$ cat config.mk
export PLATFORM = sky130hd
export DESIGN_NAME = rssi_peer_tracking_table_top_flat
export DESIGN_NICKNAME = d
export VERILOG_FILES = /design/src/rtl/rssi_pt_pkg.sv /design/src/rtl/rssi_pt_if.sv /design/src/rtl/rssi_peer_tracking_table_top.sv /design/src/flat_wrapper.sv
export VERILOG_INCLUDE_DIRS = /design/src /design/src/rtl
export SDC_FILE = /design/constraint.sdc
export NUM_CORES = 2
export LEC_CHECK = 0
export BUFFER_PORTS_ARGS = -buffer_cell sky130_fd_sc_hd__buf_2
export CORE_ASPECT_RATIO = 1.1
export CORE_MARGIN = 2
export CORE_UTILIZATION = 40
export CTS_BUF_LIST = sky130_fd_sc_hd__clkbuf_4 sky130_fd_sc_hd__clkbuf_8 sky130_fd_sc_hd__clkbuf_16
export CTS_CLUSTER_SIZE = 25
export DETAILED_ROUTE_END_ITERATION = 10
export GPL_TIMING_DRIVEN = 0
export PLACE_DENSITY = 0.66
export SLEW_MARGIN = 10
export SYNTH_ARGS = -nofsm -noshare
export SYNTH_HDL_FRONTEND = slang
export SYNTH_SLANG_ARGS = --single-unit
$ cat constraint.sdc
create_clock -name clk -period 9.6 [get_ports clk]
set_input_delay 2.88 -clock clk [delete_from_list [all_inputs] [get_ports clk]]
set_output_delay 2.88 -clock clk [all_outputs]
set_load 0.03 [all_outputs]
$ cat src/rtl/rssi_peer_tracking_table_top_macros.svh
// assertion macros for the peer tracking table
// used by rssi_peer_tracking_table_top; expects clk and rst in scope
`ifndef RSSI_PEER_TRACKING_TABLE_TOP_MACROS_SVH
`define RSSI_PEER_TRACKING_TABLE_TOP_MACROS_SVH

// same-cycle implication
`define RPT_ASSERT_NOW(label, ante, cons, msg) \
  label: assert property (@(posedge clk) disable iff (rst) (ante) |-> (cons)) \
    else $error(msg);

// next-cycle implication
`define RPT_ASSERT_NEXT(label, ante, cons, msg) \
  label: assert property (@(posedge clk) disable iff (rst) (ante) |=> (cons)) \
    else $error(msg);

`endif

$ cat src/rtl/rssi_pt_pkg.sv
// shared types and constants for the peer tracking table
// no dependencies
package rssi_pt_pkg;

  localparam int DEF_PEER_SLOTS = 16;

  // register indexes on the configuration port
  localparam logic [2:0] REG_OWN_ID       = 3'd0;
  localparam logic [2:0] REG_MAKER_CODE   = 3'd1;
  localparam logic [2:0] REG_STALE_MS     = 3'd2;
  localparam logic [2:0] REG_PURGE_MS     = 3'd3;
  localparam logic [2:0] REG_RSSI_FLOOR   = 3'd4;
  localparam logic [2:0] REG_RSSI_CEILING = 3'd5;
  localparam logic [2:0] REG_ALPHA_Q8     = 3'd6;

  localparam logic [15:0]       RST_MAKER_CODE   = 16'h28EF;
  localparam logic [19:0]       RST_STALE_MS     = 20'd7000;
  localparam logic [19:0]       RST_PURGE_MS     = 20'd30000;
  localparam logic signed [7:0] RST_RSSI_FLOOR   = -8'sd90;
  localparam logic signed [7:0] RST_RSSI_CEILING = -8'sd40;
  localparam logic [8:0]        RST_ALPHA_Q8     = 9'd77;

  localparam logic [8:0] ALPHA_ONE = 9'd256;
  localparam logic [6:0] PCT_FULL  = 7'd100;

  // one table entry as held in the slot memory
  typedef struct packed {
    logic [31:0]       id;
    logic signed [7:0] rssi;
    logic [31:0]       seen;
  } entry_t;

endpackage

$ cat src/rtl/rssi_pt_if.sv
// handshake channels of the peer tracking table: input word and result word
// depends on nothing
interface rssi_pt_in_if;
  logic              valid;
  logic              ready;
  logic              kind;
  logic [31:0]       now_ms;
  logic              payload_ok;
  logic [15:0]       adv_maker;
  logic [31:0]       peer_id;
  logic signed [7:0] peer_rssi;
  logic              target_on;
  logic [31:0]       target_id;

  modport source (output valid, kind, now_ms, payload_ok, adv_maker, peer_id,
                  peer_rssi, target_on, target_id, input ready);
  modport sink (input valid, kind, now_ms, payload_ok, adv_maker, peer_id,
                peer_rssi, target_on, target_id, output ready);
endinterface

interface rssi_pt_out_if;
  logic              valid;
  logic              ready;
  logic              found;
  logic [3:0]        slot;
  logic [31:0]       peer_id_out;
  logic signed [7:0] rssi_out;
  logic [6:0]        percent;
  logic [4:0]        fresh_count;
  logic              target_fresh;
  logic signed [7:0] target_rssi;
  logic [6:0]        target_percent;

  modport source (output valid, found, slot, peer_id_out, rssi_out, percent,
                  fresh_count, target_fresh, target_rssi, target_percent,
                  input ready);
  modport sink (input valid, found, slot, peer_id_out, rssi_out, percent,
                fresh_count, target_fresh, target_rssi, target_percent,
                output ready);
endinterface

$ cat src/rtl/rssi_peer_tracking_table_top.sv
// peer tracking table: slot memory, scan sequencer, smoothing and percent divider
// depends on rssi_pt_pkg, rssi_pt_if.sv and the macros header
//
//   port     dir  kind                 content
//   in_ch    in   valid/ready word     advert report or status query
//   out_ch   out  valid/ready word     one result per input word
//   cfg_*    in   write enable/index   seven configuration registers
//
// a word is taken only in the idle state. an advert scans the slots, one
// memory read per slot, then smooths and writes back; a query does the scan,
// then two seven-step divides for the percent figures (skipped when the window
// is empty). a rejected advert goes straight to the done state.
// the slot memory has no reset; only the used bits are cleared by rst.
// a new word is taken while a result still waits in the output register;
// the next result then waits in the done state until the output register frees.
`include "rssi_peer_tracking_table_top_macros.svh"

module rssi_peer_tracking_table_top #(
  parameter int PEER_SLOTS = rssi_pt_pkg::DEF_PEER_SLOTS
) (
  input  logic        clk,
  input  logic        rst,
  input  logic        cfg_we,
  input  logic [2:0]  cfg_index,
  input  logic [31:0] cfg_data,
  rssi_pt_in_if.sink  in_ch,
  rssi_pt_out_if.source out_ch
);

  localparam int IW = $clog2(PEER_SLOTS);
  localparam logic [IW-1:0] LAST_IDX = IW'(PEER_SLOTS - 1);

  typedef enum logic [5:0] {
    ST_IDLE   = 6'b000001,
    ST_SCAN   = 6'b000010,
    ST_SMOOTH = 6'b000100,
    ST_WRITE  = 6'b001000,
    ST_PCT    = 6'b010000,
    ST_DONE   = 6'b100000
  } state_t;

  state_t state;

  // configuration
  logic [31:0]       own_id;
  logic [15:0]       maker_code;
  logic [19:0]       stale_ms;
  logic [19:0]       purge_ms;
  logic signed [7:0] rssi_floor;
  logic signed [7:0] rssi_ceiling;
  logic [8:0]        alpha_q8;

  always_ff @(posedge clk) begin
    if (rst) begin
      own_id       <= '0;
      maker_code   <= rssi_pt_pkg::RST_MAKER_CODE;
      stale_ms     <= rssi_pt_pkg::RST_STALE_MS;
      purge_ms     <= rssi_pt_pkg::RST_PURGE_MS;
      rssi_floor   <= rssi_pt_pkg::RST_RSSI_FLOOR;
      rssi_ceiling <= rssi_pt_pkg::RST_RSSI_CEILING;
      alpha_q8     <= rssi_pt_pkg::RST_ALPHA_Q8;
    end else if (cfg_we) begin
      case (cfg_index)
        rssi_pt_pkg::REG_OWN_ID:       own_id       <= cfg_data;
        rssi_pt_pkg::REG_MAKER_CODE:   maker_code   <= cfg_data[15:0];
        rssi_pt_pkg::REG_STALE_MS:     stale_ms     <= cfg_data[19:0];
        rssi_pt_pkg::REG_PURGE_MS:     purge_ms     <= cfg_data[19:0];
        rssi_pt_pkg::REG_RSSI_FLOOR:   rssi_floor   <= cfg_data[7:0];
        rssi_pt_pkg::REG_RSSI_CEILING: rssi_ceiling <= cfg_data[7:0];
        rssi_pt_pkg::REG_ALPHA_Q8:     alpha_q8     <= cfg_data[8:0];
        default: ;
      endcase
    end
  end

  // latched input word
  logic              kind;
  logic              reject;
  logic [31:0]       now_ms;
  logic [31:0]       peer_id;
  logic signed [7:0] peer_rssi;
  logic              target_on;
  logic [31:0]       target_id;

  logic in_fire;
  assign in_ch.ready = (state == ST_IDLE);
  assign in_fire     = in_ch.valid && in_ch.ready;

  // slot memory, registered read
  rssi_pt_pkg::entry_t mem [PEER_SLOTS];
  rssi_pt_pkg::entry_t rd_q;
  rssi_pt_pkg::entry_t wr_entry;
  logic [IW-1:0]       idx;
  logic [IW-1:0]       raddr;
  logic [IW-1:0]       wr_idx;
  logic                mem_we;
  logic [PEER_SLOTS-1:0] used;

  assign raddr  = (state == ST_SCAN) ? IW'(idx + 1'b1) : '0;
  assign mem_we = (state == ST_WRITE);

  always_ff @(posedge clk) begin
    if (mem_we) mem[wr_idx] <= wr_entry;
    rd_q <= mem[raddr];
  end

  // scan bookkeeping
  logic              match_hit, free_hit, best_hit, tgt_hit, tgt_fresh;
  logic [IW-1:0]     match_idx, free_idx, min_idx, best_idx;
  logic signed [7:0] match_rssi, best_rssi, tgt_rssi;
  logic [31:0]       min_seen, best_id;
  logic [IW:0]       count;

  logic [31:0] age;
  logic        cur_used, purge_now, keep, fresh;
  assign age       = now_ms - rd_q.seen;
  assign cur_used  = used[idx];
  assign purge_now = kind && cur_used && (age > 32'(purge_ms));
  assign keep      = cur_used && !purge_now;
  assign fresh     = keep && (age <= 32'(stale_ms));

  // smoothing
  logic [8:0]         alpha_c, alpha_inv;
  logic signed [17:0] smooth_sum;
  logic signed [17:0] smooth_div;
  logic signed [7:0]  new_rssi;
  assign alpha_c    = (alpha_q8 > rssi_pt_pkg::ALPHA_ONE) ? rssi_pt_pkg::ALPHA_ONE : alpha_q8;
  assign alpha_inv  = rssi_pt_pkg::ALPHA_ONE - alpha_c;
  // truncate toward zero
  assign smooth_div = (smooth_sum < 0) ? ((smooth_sum + 18'sd255) >>> 8) : (smooth_sum >>> 8);

  always_comb begin
    wr_entry.id   = peer_id;
    wr_entry.rssi = match_hit ? smooth_div[7:0] : peer_rssi;
    wr_entry.seen = now_ms;
  end

  // percent of window, restoring divide one quotient bit a cycle
  logic              pct_sel, pct_load;
  logic [2:0]        step;
  logic [15:0]       rem, den_sh;
  logic [6:0]        quo, best_pct, tgt_pct;
  logic signed [7:0] pct_r, r_cl;
  logic signed [8:0] win, n9;
  logic [15:0]       numer;
  logic              win_empty;
  logic [6:0]        empty_pct;
  logic [15:0]       trial;

  assign pct_r     = pct_sel ? tgt_rssi : best_rssi;
  assign win       = 9'(rssi_ceiling) - 9'(rssi_floor);
  assign win_empty = (win <= 0);
  assign empty_pct = (pct_r >= rssi_ceiling) ? rssi_pt_pkg::PCT_FULL : 7'd0;
  assign r_cl      = (pct_r < rssi_floor) ? rssi_floor :
                     (pct_r > rssi_ceiling) ? rssi_ceiling : pct_r;
  assign n9        = 9'(r_cl) - 9'(rssi_floor);
  assign numer     = 16'(16'(n9[7:0]) * 16'd200) + 16'(win[7:0]);
  assign trial     = rem - den_sh;

  always_ff @(posedge clk) begin
    if (rst) begin
      state      <= ST_IDLE;
      used       <= '0;
      out_ch.valid <= 1'b0;
    end else begin
      if (out_ch.valid && out_ch.ready && state != ST_DONE) out_ch.valid <= 1'b0;
      case (state)
        ST_IDLE: begin
          if (in_fire) begin
            kind      <= in_ch.kind;
            now_ms    <= in_ch.now_ms;
            peer_id   <= in_ch.peer_id;
            peer_rssi <= in_ch.peer_rssi;
            target_on <= in_ch.target_on;
            target_id <= in_ch.target_id;
            reject    <= !in_ch.kind && (!in_ch.payload_ok ||
                         in_ch.adv_maker != maker_code || in_ch.peer_id == own_id);
            idx       <= '0;
            match_hit <= 1'b0;
            free_hit  <= 1'b0;
            best_hit  <= 1'b0;
            tgt_hit   <= 1'b0;
            tgt_fresh <= 1'b0;
            count     <= '0;
            if (!in_ch.kind && (!in_ch.payload_ok || in_ch.adv_maker != maker_code ||
                in_ch.peer_id == own_id))
              state <= ST_DONE;
            else
              state <= ST_SCAN;
          end
        end
        ST_SCAN: begin
          if (!kind) begin
            if (cur_used && rd_q.id == peer_id && !match_hit) begin
              match_hit  <= 1'b1;
              match_idx  <= idx;
              match_rssi <= rd_q.rssi;
            end
            if (!cur_used && !free_hit) begin
              free_hit <= 1'b1;
              free_idx <= idx;
            end
            if (idx == '0 || rd_q.seen < min_seen) begin
              min_idx  <= idx;
              min_seen <= rd_q.seen;
            end
          end else begin
            if (purge_now) used[idx] <= 1'b0;
            if (fresh) begin
              count <= count + 1'b1;
              if (!best_hit || rd_q.rssi > best_rssi) begin
                best_hit  <= 1'b1;
                best_idx  <= idx;
                best_id   <= rd_q.id;
                best_rssi <= rd_q.rssi;
              end
            end
            if (keep && rd_q.id == target_id && !tgt_hit) begin
              tgt_hit   <= 1'b1;
              tgt_fresh <= fresh;
              tgt_rssi  <= rd_q.rssi;
            end
          end
          idx <= IW'(idx + 1'b1);
          if (idx == LAST_IDX) begin
            pct_sel  <= 1'b0;
            pct_load <= 1'b1;
            state    <= kind ? ST_PCT : ST_SMOOTH;
          end
        end
        ST_SMOOTH: begin
          wr_idx     <= match_hit ? match_idx : (free_hit ? free_idx : min_idx);
          smooth_sum <= 18'($signed({1'b0, alpha_c}) * peer_rssi) +
                        18'($signed({1'b0, alpha_inv}) * match_rssi);
          state      <= ST_WRITE;
        end
        ST_WRITE: begin
          used[wr_idx] <= 1'b1;
          new_rssi     <= wr_entry.rssi;
          state        <= ST_DONE;
        end
        ST_PCT: begin
          if (pct_load) begin
            // an empty window skips the divide, straight on to the target figure
            pct_load <= win_empty && !pct_sel;
            rem      <= numer;
            den_sh   <= 16'({win[7:0], 1'b0}) << 6;
            quo      <= '0;
            step     <= 3'd6;
            if (win_empty) begin
              if (pct_sel) begin
                tgt_pct <= empty_pct;
                state   <= ST_DONE;
              end else begin
                best_pct <= empty_pct;
                pct_sel  <= 1'b1;
              end
            end
          end else begin
            if (rem >= den_sh) rem <= trial;
            quo    <= {quo[5:0], rem >= den_sh};
            den_sh <= den_sh >> 1;
            step   <= step - 3'd1;
            if (step == 3'd0) begin
              if (pct_sel) begin
                tgt_pct <= {quo[5:0], rem >= den_sh};
                state   <= ST_DONE;
              end else begin
                best_pct <= {quo[5:0], rem >= den_sh};
                pct_sel  <= 1'b1;
                pct_load <= 1'b1;
              end
            end
          end
        end
        ST_DONE: begin
          if (!out_ch.valid || out_ch.ready) begin
            out_ch.valid <= 1'b1;
            state        <= ST_IDLE;
          end
        end
        default: state <= ST_IDLE;
      endcase
    end
  end

  // output word payload
  always_ff @(posedge clk) begin
    if (state == ST_DONE && (!out_ch.valid || out_ch.ready)) begin
      out_ch.found          <= 1'b0;
      out_ch.slot           <= '0;
      out_ch.peer_id_out    <= '0;
      out_ch.rssi_out       <= '0;
      out_ch.percent        <= '0;
      out_ch.fresh_count    <= '0;
      out_ch.target_fresh   <= 1'b0;
      out_ch.target_rssi    <= '0;
      out_ch.target_percent <= '0;
      if (!kind && !reject) begin
        out_ch.found       <= 1'b1;
        out_ch.slot        <= 4'(wr_idx);
        out_ch.peer_id_out <= peer_id;
        out_ch.rssi_out    <= new_rssi;
      end else if (kind) begin
        out_ch.fresh_count <= 5'(count);
        if (best_hit) begin
          out_ch.found       <= 1'b1;
          out_ch.slot        <= 4'(best_idx);
          out_ch.peer_id_out <= best_id;
          out_ch.rssi_out    <= best_rssi;
          out_ch.percent     <= best_pct;
        end
        if (target_on && tgt_hit && tgt_fresh) begin
          out_ch.target_fresh   <= 1'b1;
          out_ch.target_rssi    <= tgt_rssi;
          out_ch.target_percent <= tgt_pct;
        end
      end
    end
  end

  `RPT_ASSERT_NEXT(a_accept_starts, in_fire, state == ST_SCAN || state == ST_DONE,
                   "word accepted but sequencer idle")
  `RPT_ASSERT_NEXT(a_scan_walks, state == ST_SCAN && idx != LAST_IDX,
                   idx == IW'($past(idx) + 1'b1), "scan index skipped")
  `RPT_ASSERT_NOW(a_pct_range, out_ch.valid,
                  out_ch.percent <= rssi_pt_pkg::PCT_FULL &&
                  out_ch.target_percent <= rssi_pt_pkg::PCT_FULL, "percent above full")
  `RPT_ASSERT_NOW(a_not_found_zero, out_ch.valid && !out_ch.found,
                  out_ch.percent == 7'd0 && out_ch.rssi_out == 8'sd0,
                  "fields set without a peer")

endmodule

$ cat src/flat_wrapper.sv
// flat-port wrapper written by rule: the top's interface ports become plain ports
module rssi_peer_tracking_table_top_flat 
#(
  parameter int PEER_SLOTS = rssi_pt_pkg::DEF_PEER_SLOTS
)
  (clk, rst, cfg_we, cfg_index, cfg_data, in_ch_valid, in_ch_kind, in_ch_now_ms, in_ch_payload_ok, in_ch_adv_maker, in_ch_peer_id, in_ch_peer_rssi, in_ch_target_on, in_ch_target_id, in_ch_ready, out_ch_valid, out_ch_found, out_ch_slot, out_ch_peer_id_out, out_ch_rssi_out, out_ch_percent, out_ch_fresh_count, out_ch_target_fresh, out_ch_target_rssi, out_ch_target_percent, out_ch_ready);
  rssi_pt_in_if in_ch_i ();
  rssi_pt_out_if out_ch_i ();
  input  logic clk;
  input  logic rst;
  input  logic cfg_we;
  input  logic [2:0] cfg_index;
  input  logic [31:0] cfg_data;
  input wire logic [$bits(in_ch_i.valid)-1:0] in_ch_valid;
  input wire logic [$bits(in_ch_i.kind)-1:0] in_ch_kind;
  input wire logic [$bits(in_ch_i.now_ms)-1:0] in_ch_now_ms;
  input wire logic [$bits(in_ch_i.payload_ok)-1:0] in_ch_payload_ok;
  input wire logic [$bits(in_ch_i.adv_maker)-1:0] in_ch_adv_maker;
  input wire logic [$bits(in_ch_i.peer_id)-1:0] in_ch_peer_id;
  input wire logic [$bits(in_ch_i.peer_rssi)-1:0] in_ch_peer_rssi;
  input wire logic [$bits(in_ch_i.target_on)-1:0] in_ch_target_on;
  input wire logic [$bits(in_ch_i.target_id)-1:0] in_ch_target_id;
  output wire logic [$bits(in_ch_i.ready)-1:0] in_ch_ready;
  output wire logic [$bits(out_ch_i.valid)-1:0] out_ch_valid;
  output wire logic [$bits(out_ch_i.found)-1:0] out_ch_found;
  output wire logic [$bits(out_ch_i.slot)-1:0] out_ch_slot;
  output wire logic [$bits(out_ch_i.peer_id_out)-1:0] out_ch_peer_id_out;
  output wire logic [$bits(out_ch_i.rssi_out)-1:0] out_ch_rssi_out;
  output wire logic [$bits(out_ch_i.percent)-1:0] out_ch_percent;
  output wire logic [$bits(out_ch_i.fresh_count)-1:0] out_ch_fresh_count;
  output wire logic [$bits(out_ch_i.target_fresh)-1:0] out_ch_target_fresh;
  output wire logic [$bits(out_ch_i.target_rssi)-1:0] out_ch_target_rssi;
  output wire logic [$bits(out_ch_i.target_percent)-1:0] out_ch_target_percent;
  input wire logic [$bits(out_ch_i.ready)-1:0] out_ch_ready;
  assign in_ch_i.valid = in_ch_valid;
  assign in_ch_i.kind = in_ch_kind;
  assign in_ch_i.now_ms = in_ch_now_ms;
  assign in_ch_i.payload_ok = in_ch_payload_ok;
  assign in_ch_i.adv_maker = in_ch_adv_maker;
  assign in_ch_i.peer_id = in_ch_peer_id;
  assign in_ch_i.peer_rssi = in_ch_peer_rssi;
  assign in_ch_i.target_on = in_ch_target_on;
  assign in_ch_i.target_id = in_ch_target_id;
  assign in_ch_ready = in_ch_i.ready;
  assign out_ch_valid = out_ch_i.valid;
  assign out_ch_found = out_ch_i.found;
  assign out_ch_slot = out_ch_i.slot;
  assign out_ch_peer_id_out = out_ch_i.peer_id_out;
  assign out_ch_rssi_out = out_ch_i.rssi_out;
  assign out_ch_percent = out_ch_i.percent;
  assign out_ch_fresh_count = out_ch_i.fresh_count;
  assign out_ch_target_fresh = out_ch_i.target_fresh;
  assign out_ch_target_rssi = out_ch_i.target_rssi;
  assign out_ch_target_percent = out_ch_i.target_percent;
  assign out_ch_i.ready = out_ch_ready;
  rssi_peer_tracking_table_top #(.PEER_SLOTS(PEER_SLOTS)) u_core (.clk(clk), .rst(rst), .cfg_we(cfg_we), .cfg_index(cfg_index), .cfg_data(cfg_data), .in_ch(in_ch_i), .out_ch(out_ch_i));
endmodule
Yosys cells after proc, flatten, opt, wreduce, memory -nomap -nowiden
Memory sizes are Yosys's and may differ from the RTL's. A register that Yosys moved wholly into a read port is not among the register bits.
Index checks and enable logic that the tools add are counted.
{ "word_totals": {"regBits": 521, "inputBits": 163, "ram_bits": 1152, "mem_count": 1, "out_inout_bits": 75, "elab_cells": 293} }
{ "mem_list": {"columns": ["memory", "depth", "word_bits", "read_ports", "rd_clocked_by_memory_dff", "wr", "line_no", "text"], "rows": [
  ["u_core.mem", 16, 72, 1, 1, 1, "rssi_peer_tracking_table_top.sv:90", "rssi_pt_pkg::entry_t mem [PEER_SLOTS];"]
]} }
{ "classes": {"n_mul": 3, "n_addsub": 11, "bitwise_logic": 8, "reduce_logical": 77, "order_cmp": 15, "eq_ne": 32, "mux": 92} }
{ "op_table": {"columns": ["op", "n"], "rows": [
  ["$eq 32x32->1", 3],
  ["$mux 32", 3],
  ["$mux 7", 11],
  ["$mux 16", 4],
  ["$mux 8", 8],
  ["$mux 6", 8],
  ["$reduce_and 5->1", 9],
  ["$mul 10x8->18", 2],
  ["$pmux 6 s6", 1],
  ["$gt 32x20->1", 1],
  ["$le 32x20->1", 1],
  ["$lt 32x32->1", 1],
  ["$pmux 16 s2", 1],
  ["$sub 32x32->32", 1],
  ["$mux 1", 31],
  ["$mux 4", 7],
  ["$logic_and 1x1->1", 20],
  ["$mux 5", 4],
  ["$reduce_and 2->1", 10],
  ["$add 18x18->18", 1],
  ["$lt 18x1->1 const B", 1],
  ["$add 16x8->16", 1],
  ["$add 16x9->16 const B", 1],
  ["$and 16x16->16", 1],
  ["other kinds (52)", 107]
]} }

Logic depth before layout (Yosys ltp)
{ "logic_depth": {"word_depth": 11, "mapped_depth": 37, "ltp_nobuf": 35} }

Least setup slack after synthesis
Ideal clock, no wire load.
{ "synth_path": {"path_kind": "input port to flip-flop", "from": "input rst", "to": "register u_core.kind (enable)", "arrival_time_ps": 7921, "path_buffers": 3, "cell_stages": 4, "setup_slack_ps": 1105, "path_cell_list": "clkbuf_1 -> clkbuf_1 -> buf_1 -> nor2_1"} }
{ "synth_via": {"elab_chain_len": 2} }
{ "synth_lines": {"columns": ["item", "line_no", "text"], "rows": [
  ["from (decl)", "flat_wrapper.sv:10", "input logic rst;"],
  ["$not 1->1 (no source line)", null, null],
  ["$reduce_and 3->1 (no source line)", null, null],
  ["to (signal assigned)", "rssi_peer_tracking_table_top.sv:170", "kind <= in_ch.kind;"],
  ["to (decl)", "rssi_peer_tracking_table_top.sv:77", "logic kind;"]
]} }
Every way passes these cells.
A chain may end at the register's enable or synchronous reset.

Worst setup path in the final report
{ "layout_path": {"from": "register u_core.pct_sel", "to": "register u_core.rem[15] (data pin)"} }
{ "layout_via": {"elab_chain_len": 8} }
{ "layout_lines": {"columns": ["item", "line_no", "text"], "rows": [
  ["from (decl)", "rssi_peer_tracking_table_top.sv:139", "logic pct_sel, pct_load;"],
  ["from (signal assigned)", "rssi_peer_tracking_table_top.sv:226", "pct_sel <= 1'b0;"],
  ["from (signal assigned)", "rssi_peer_tracking_table_top.sv:256", "pct_sel <= 1'b1;"],
  ["from (signal assigned)", "rssi_peer_tracking_table_top.sv:270", "pct_sel <= 1'b1;"],
  ["$mux 8 *", "rssi_peer_tracking_table_top.sv:150", "assign pct_r = pct_sel ? tgt_rssi : best_rssi;"],
  ["$gt 8x8->1", "rssi_peer_tracking_table_top.sv:155", "(pct_r > rssi_ceiling) ? rssi_ceiling : pct_r;"],
  ["$mux 8", "rssi_peer_tracking_table_top.sv:155", null],
  ["$mux 8 *", "rssi_peer_tracking_table_top.sv:154", "assign r_cl = (pct_r < rssi_floor) ? rssi_floor :"],
  ["$sub 8x8->8 *", "rssi_peer_tracking_table_top.sv:156", "assign n9 = 9'(r_cl) - 9'(rssi_floor);"],
  ["$mul 8x5->13 *", "rssi_peer_tracking_table_top.sv:157", "assign numer = 16'(16'(n9[7:0]) * 16'd200) + 16'(win[7:0]);"],
  ["$add 16x8->16 *", "rssi_peer_tracking_table_top.sv:157", null],
  ["$mux 16 *", "rssi_peer_tracking_table_top.sv:243", "if (pct_load) begin"],
  ["to (signal assigned)", "rssi_peer_tracking_table_top.sv:246", "rem <= numer;"],
  ["to (signal assigned)", "rssi_peer_tracking_table_top.sv:260", "if (rem >= den_sh) rem <= trial;"],
  ["to (decl)", "rssi_peer_tracking_table_top.sv:141", "logic [15:0] rem, den_sh;"]
]} }
Every way passes the cells marked *; elsewhere a longest branch is shown, timed or not.

==> results.yml <==
timing:
  slew_headroom_pct: 8.59
  min_period_ps: 8040
  worstMarginPinSlew_ps: 1370
  fmax_ghz: 0.124
  setup_tns_ps: 0
  setup_violations: 0
  period_share_pct: 83.7
  timing.final.ws_setup_ps: 1560
  fin_skew_ps: 55.6
  slew_viol_final: 0
  hold_violations: 0
  rsz0062_at_grt: "false"
floorplanning:
  core_um2: 193000
  initial_core_util_pct: 40.3
  dieHeight_um: 467
  dieArea_um2: 198000
  die_w_um: 425
  rows: 169
  io_pins: 238
power:
  intPower_mw: 13.7
  p_leak_nw: 31.8
  switching_share_pct: 26.6
  power.density_nw_per_um2: 207
  pwr-share-clk_pct: 38.1
  ir_drop_uv: 190
  power.switching_mw: 4.96
  pwr-share-seq_pct: 46.6
  power_mw: 18.6
  p_comb_share_pct: 15.3
routing:
  wl_mm: 224
  first_pass_iters: 6
  highest_layer: "met5"
  drc: 0
  avgViaCountPerCell: 5.56
  met1_length_mm: 89.5
  drt_iter0_drc: 5380
  vias: 51800
  wl_per_cell_um: 24.1
  ant_nets: 0
  route.met3.wl_mm: 20.0
  route.met2.wl_mm: 108
critical_path:
  critPathLaunch: "u_core.pct_sel$_DFFE_PP_"
  max_stage_delay_ps: 460
  crit_path_end: "u_core.rem[15]$_DFFE_PP_"
  cp.arrival_ps: 8590
  worst_path_max_delay_cell: "fa_1"
  r2r_start: "u_core.pct_sel$_DFFE_PP_"
  r2r-end: "u_core.rem[15]$_DFFE_PP_"
  cp-end-kind: "flip-flop"
  critical_path_class: "flip-flop to flip-flop"
  cp_common_cell: "ha_1"
  worstPathMaxFanout: 10
  start_kind: "flip-flop"
  regToRegSetupSlack_ps: 1560
  required_ps: 10150
  reg2regPathDepth: 34
global_route:
  grt_max_degree: 34
  antenna_found_initial: 21
  gr-total-overflow: 0
  grt_use_total_pct: 22.3
  first_global_vias: 51500
  grt_pass1_wl_mm: 329
synth:
  async_flop_share_pct: 0
  synth_edf_count: 1535
  synth_flop_cell: "edfxtp_1"
  synth.distinct_cells: 79
  yosys_warnings: 0
  ys_seq_area_share_pct: 64.6
  synth.net_count: 6651
  ys_ff_latch: 1743
  synth_area_um2: 77900
  syn_inst: 6101
  avgSynthCellArea_um2: 12.8
status:
  status: "finished, final reports clean"
cells_and_area:
  final_common_cell: "edfxtp_1"
  design_area_um2: 89900
  final_cell_mix: "edfxtp_1, nand2_1, and2_1"
  regArea_um2: 50300
  drive_gt1_share_pct: 10.4
  layout.cells.non_filler: 9320
  fill_cells: 16900
  fin_nets: 7149
  multiInputGateArea_um2: 25300
  synthToLayoutAreaGrowth_pct: 15.5
placed_design:
  routabilityCongestion: 0.899
  portBuffers: 236
  dp.cells: 8987
  dp_worst_setup_slack_ps: 1600
  dp_hpwl_mm: 163
  placed_area_um2: 83800
min_path:
  hold_path.class: "flip-flop to flip-flop"
clock_network:
  post_cts_resized: 0
  clk_latency_ps: 850
  post_cts_buffers: 0
  cts_tree: "yes"
  root_buffer: "clkbuf_16"
  clk_pin_slew_ps: 70
  cts.htree.levels: 4
  clock_sinks: 1743
  holdBufCountCts: 0
  ctsLongestPathBuffers: 3
  cts_buffers: 175
job:
  maxCapViolCount: 0
-- stage by stage --
| step | util [%] | hold WS (ps) |
|---|---|---|
| final | 46.6 | 465 |
| after global routing | 46.6 | 477 |
| after CTS | 46.5 | 462 |
| after detailed placement | 43.4 | 452 |
| after global placement | 42.6 | 445 |
| after floorplan | - | 428 |
-- power groups by stage --
stage / sequential (mW) / clock [mW] / combinational (mW)
after global routing: 8.70 / 7.47 / 3.13
final: 8.70 / 7.10 / 2.85
after floorplan: 8.76 / 0 / 1.98
after global placement: 8.86 / 0 / 2.73
after detailed placement: 8.85 / 0 / 2.81
after CTS: 8.69 / 7.17 / 2.85
-- cells in the mapped netlist (16+ instances only) --
master    number  area share (%)
nand4_1       43            0.35
ha_1         266             4.3
a31oi_1      162             1.3
buf_1         16           0.077
nand2b_1      26            0.21
nor2_1       163            0.79
o21bai_1      24            0.23
o21ai_0       93            0.60
nor3_1        38            0.24
a311oi_1     148             1.7
a22o_1        45            0.51
clkbuf_1     302             1.5
nand2_1      946             4.6
edfxtp_1    1535              59
nor4_1        21            0.17
fa_1         121             3.1
xor2_1        85            0.96
nor2b_1       47            0.38
a21o_1        33            0.32
inv_1        344             1.7
xnor2_1      118             1.3
and2_1       380             3.1
nand3b_1      29            0.28
a21oi_1      307             2.0
a211oi_1     371             3.6
nand3_1       33            0.21
o21a_1        27            0.26
dfxtp_1      208             5.3
mux2i_1       20            0.26
-- critical path: cells and delay by family, from the launching register on --
family	cells	cell delay (ps)
muxes	2	190
and+or+nand+nor	9	1520
adders and majority gates	7	2390
xor gates and xnor gates	3	700
AOI/OAI and AO/OA	9	1480
DFF	1	340
buffers and inverters	4	1090
-- state kept, by name, summed over array words and instances (netlist names), 9 cells and up --
name	count
u_core.alpha_q8	9
u_core.best_id	32
u_core.den_sh	15
u_core.maker_code	16
u_core.mem	1152
u_core.min_seen	32
u_core.now_ms	32
u_core.out_ch.peer_id_out	32
u_core.own_id	32
u_core.peer_id	32
u_core.purge_ms	20
u_core.rd_q	72
u_core.rem	16
u_core.smooth_sum	17
u_core.stale_ms	20
u_core.target_id	32
u_core.used	16
-- worst min path at each step --
stage                                startpoint                                to  slack [ps]  depth (start not counted)
6_report       u_core.purge_ms[19]$_SDFFE_PP0P_  u_core.purge_ms[19]$_SDFFE_PP0P_         460                          2
5_1_grt        u_core.stale_ms[19]$_SDFFE_PP0P_  u_core.stale_ms[19]$_SDFFE_PP0P_         480                          2
4_1_cts        u_core.purge_ms[11]$_SDFFE_PP0P_  u_core.purge_ms[11]$_SDFFE_PP0P_         460                          2
3_5_place_dp    u_core.stale_ms[7]$_SDFFE_PP0P_   u_core.stale_ms[7]$_SDFFE_PP0P_         450                          2
3_3_place_gp    u_core.stale_ms[1]$_SDFFE_PP0P_   u_core.stale_ms[1]$_SDFFE_PP0P_         440                          2
2_1_floorplan            u_core.rd_q[0]$_DFF_P_      u_core.min_seen[0]$_DFFE_PP_         430                          0
-- cell families after synthesis --
logic type,count (synthesis),synth area share [%]
AOI/OAI and AO/OA,1294,11.4
xor gates and xnor gates,203,2.28
adders and majority gates,387,7.39
buffers and inverters,668,3.23
DFF,1743,64.6
muxes,28,0.431
and+or+nand+nor,1778,10.7
-- routing by layer --
metal  up-vias  track usage (%)
met1     25700             28.8
met2      2330             37.2
met4        30             7.45
met5         -                0
li1      23400                -
met3       418             4.61
-- layout make-up --
cell class	instances	area share, %
flip-flops and latches	1743	55.9
multi-input cells	3690	28.2
clock buffers	236	5.58
well taps	2565	3.57
repair buffers	321	2.77
inverters	347	1.45
plain buffers	321	1.36
clock inverters	92	1.19
diodes	5	0.0139
(Power assumes the default switching activity.)
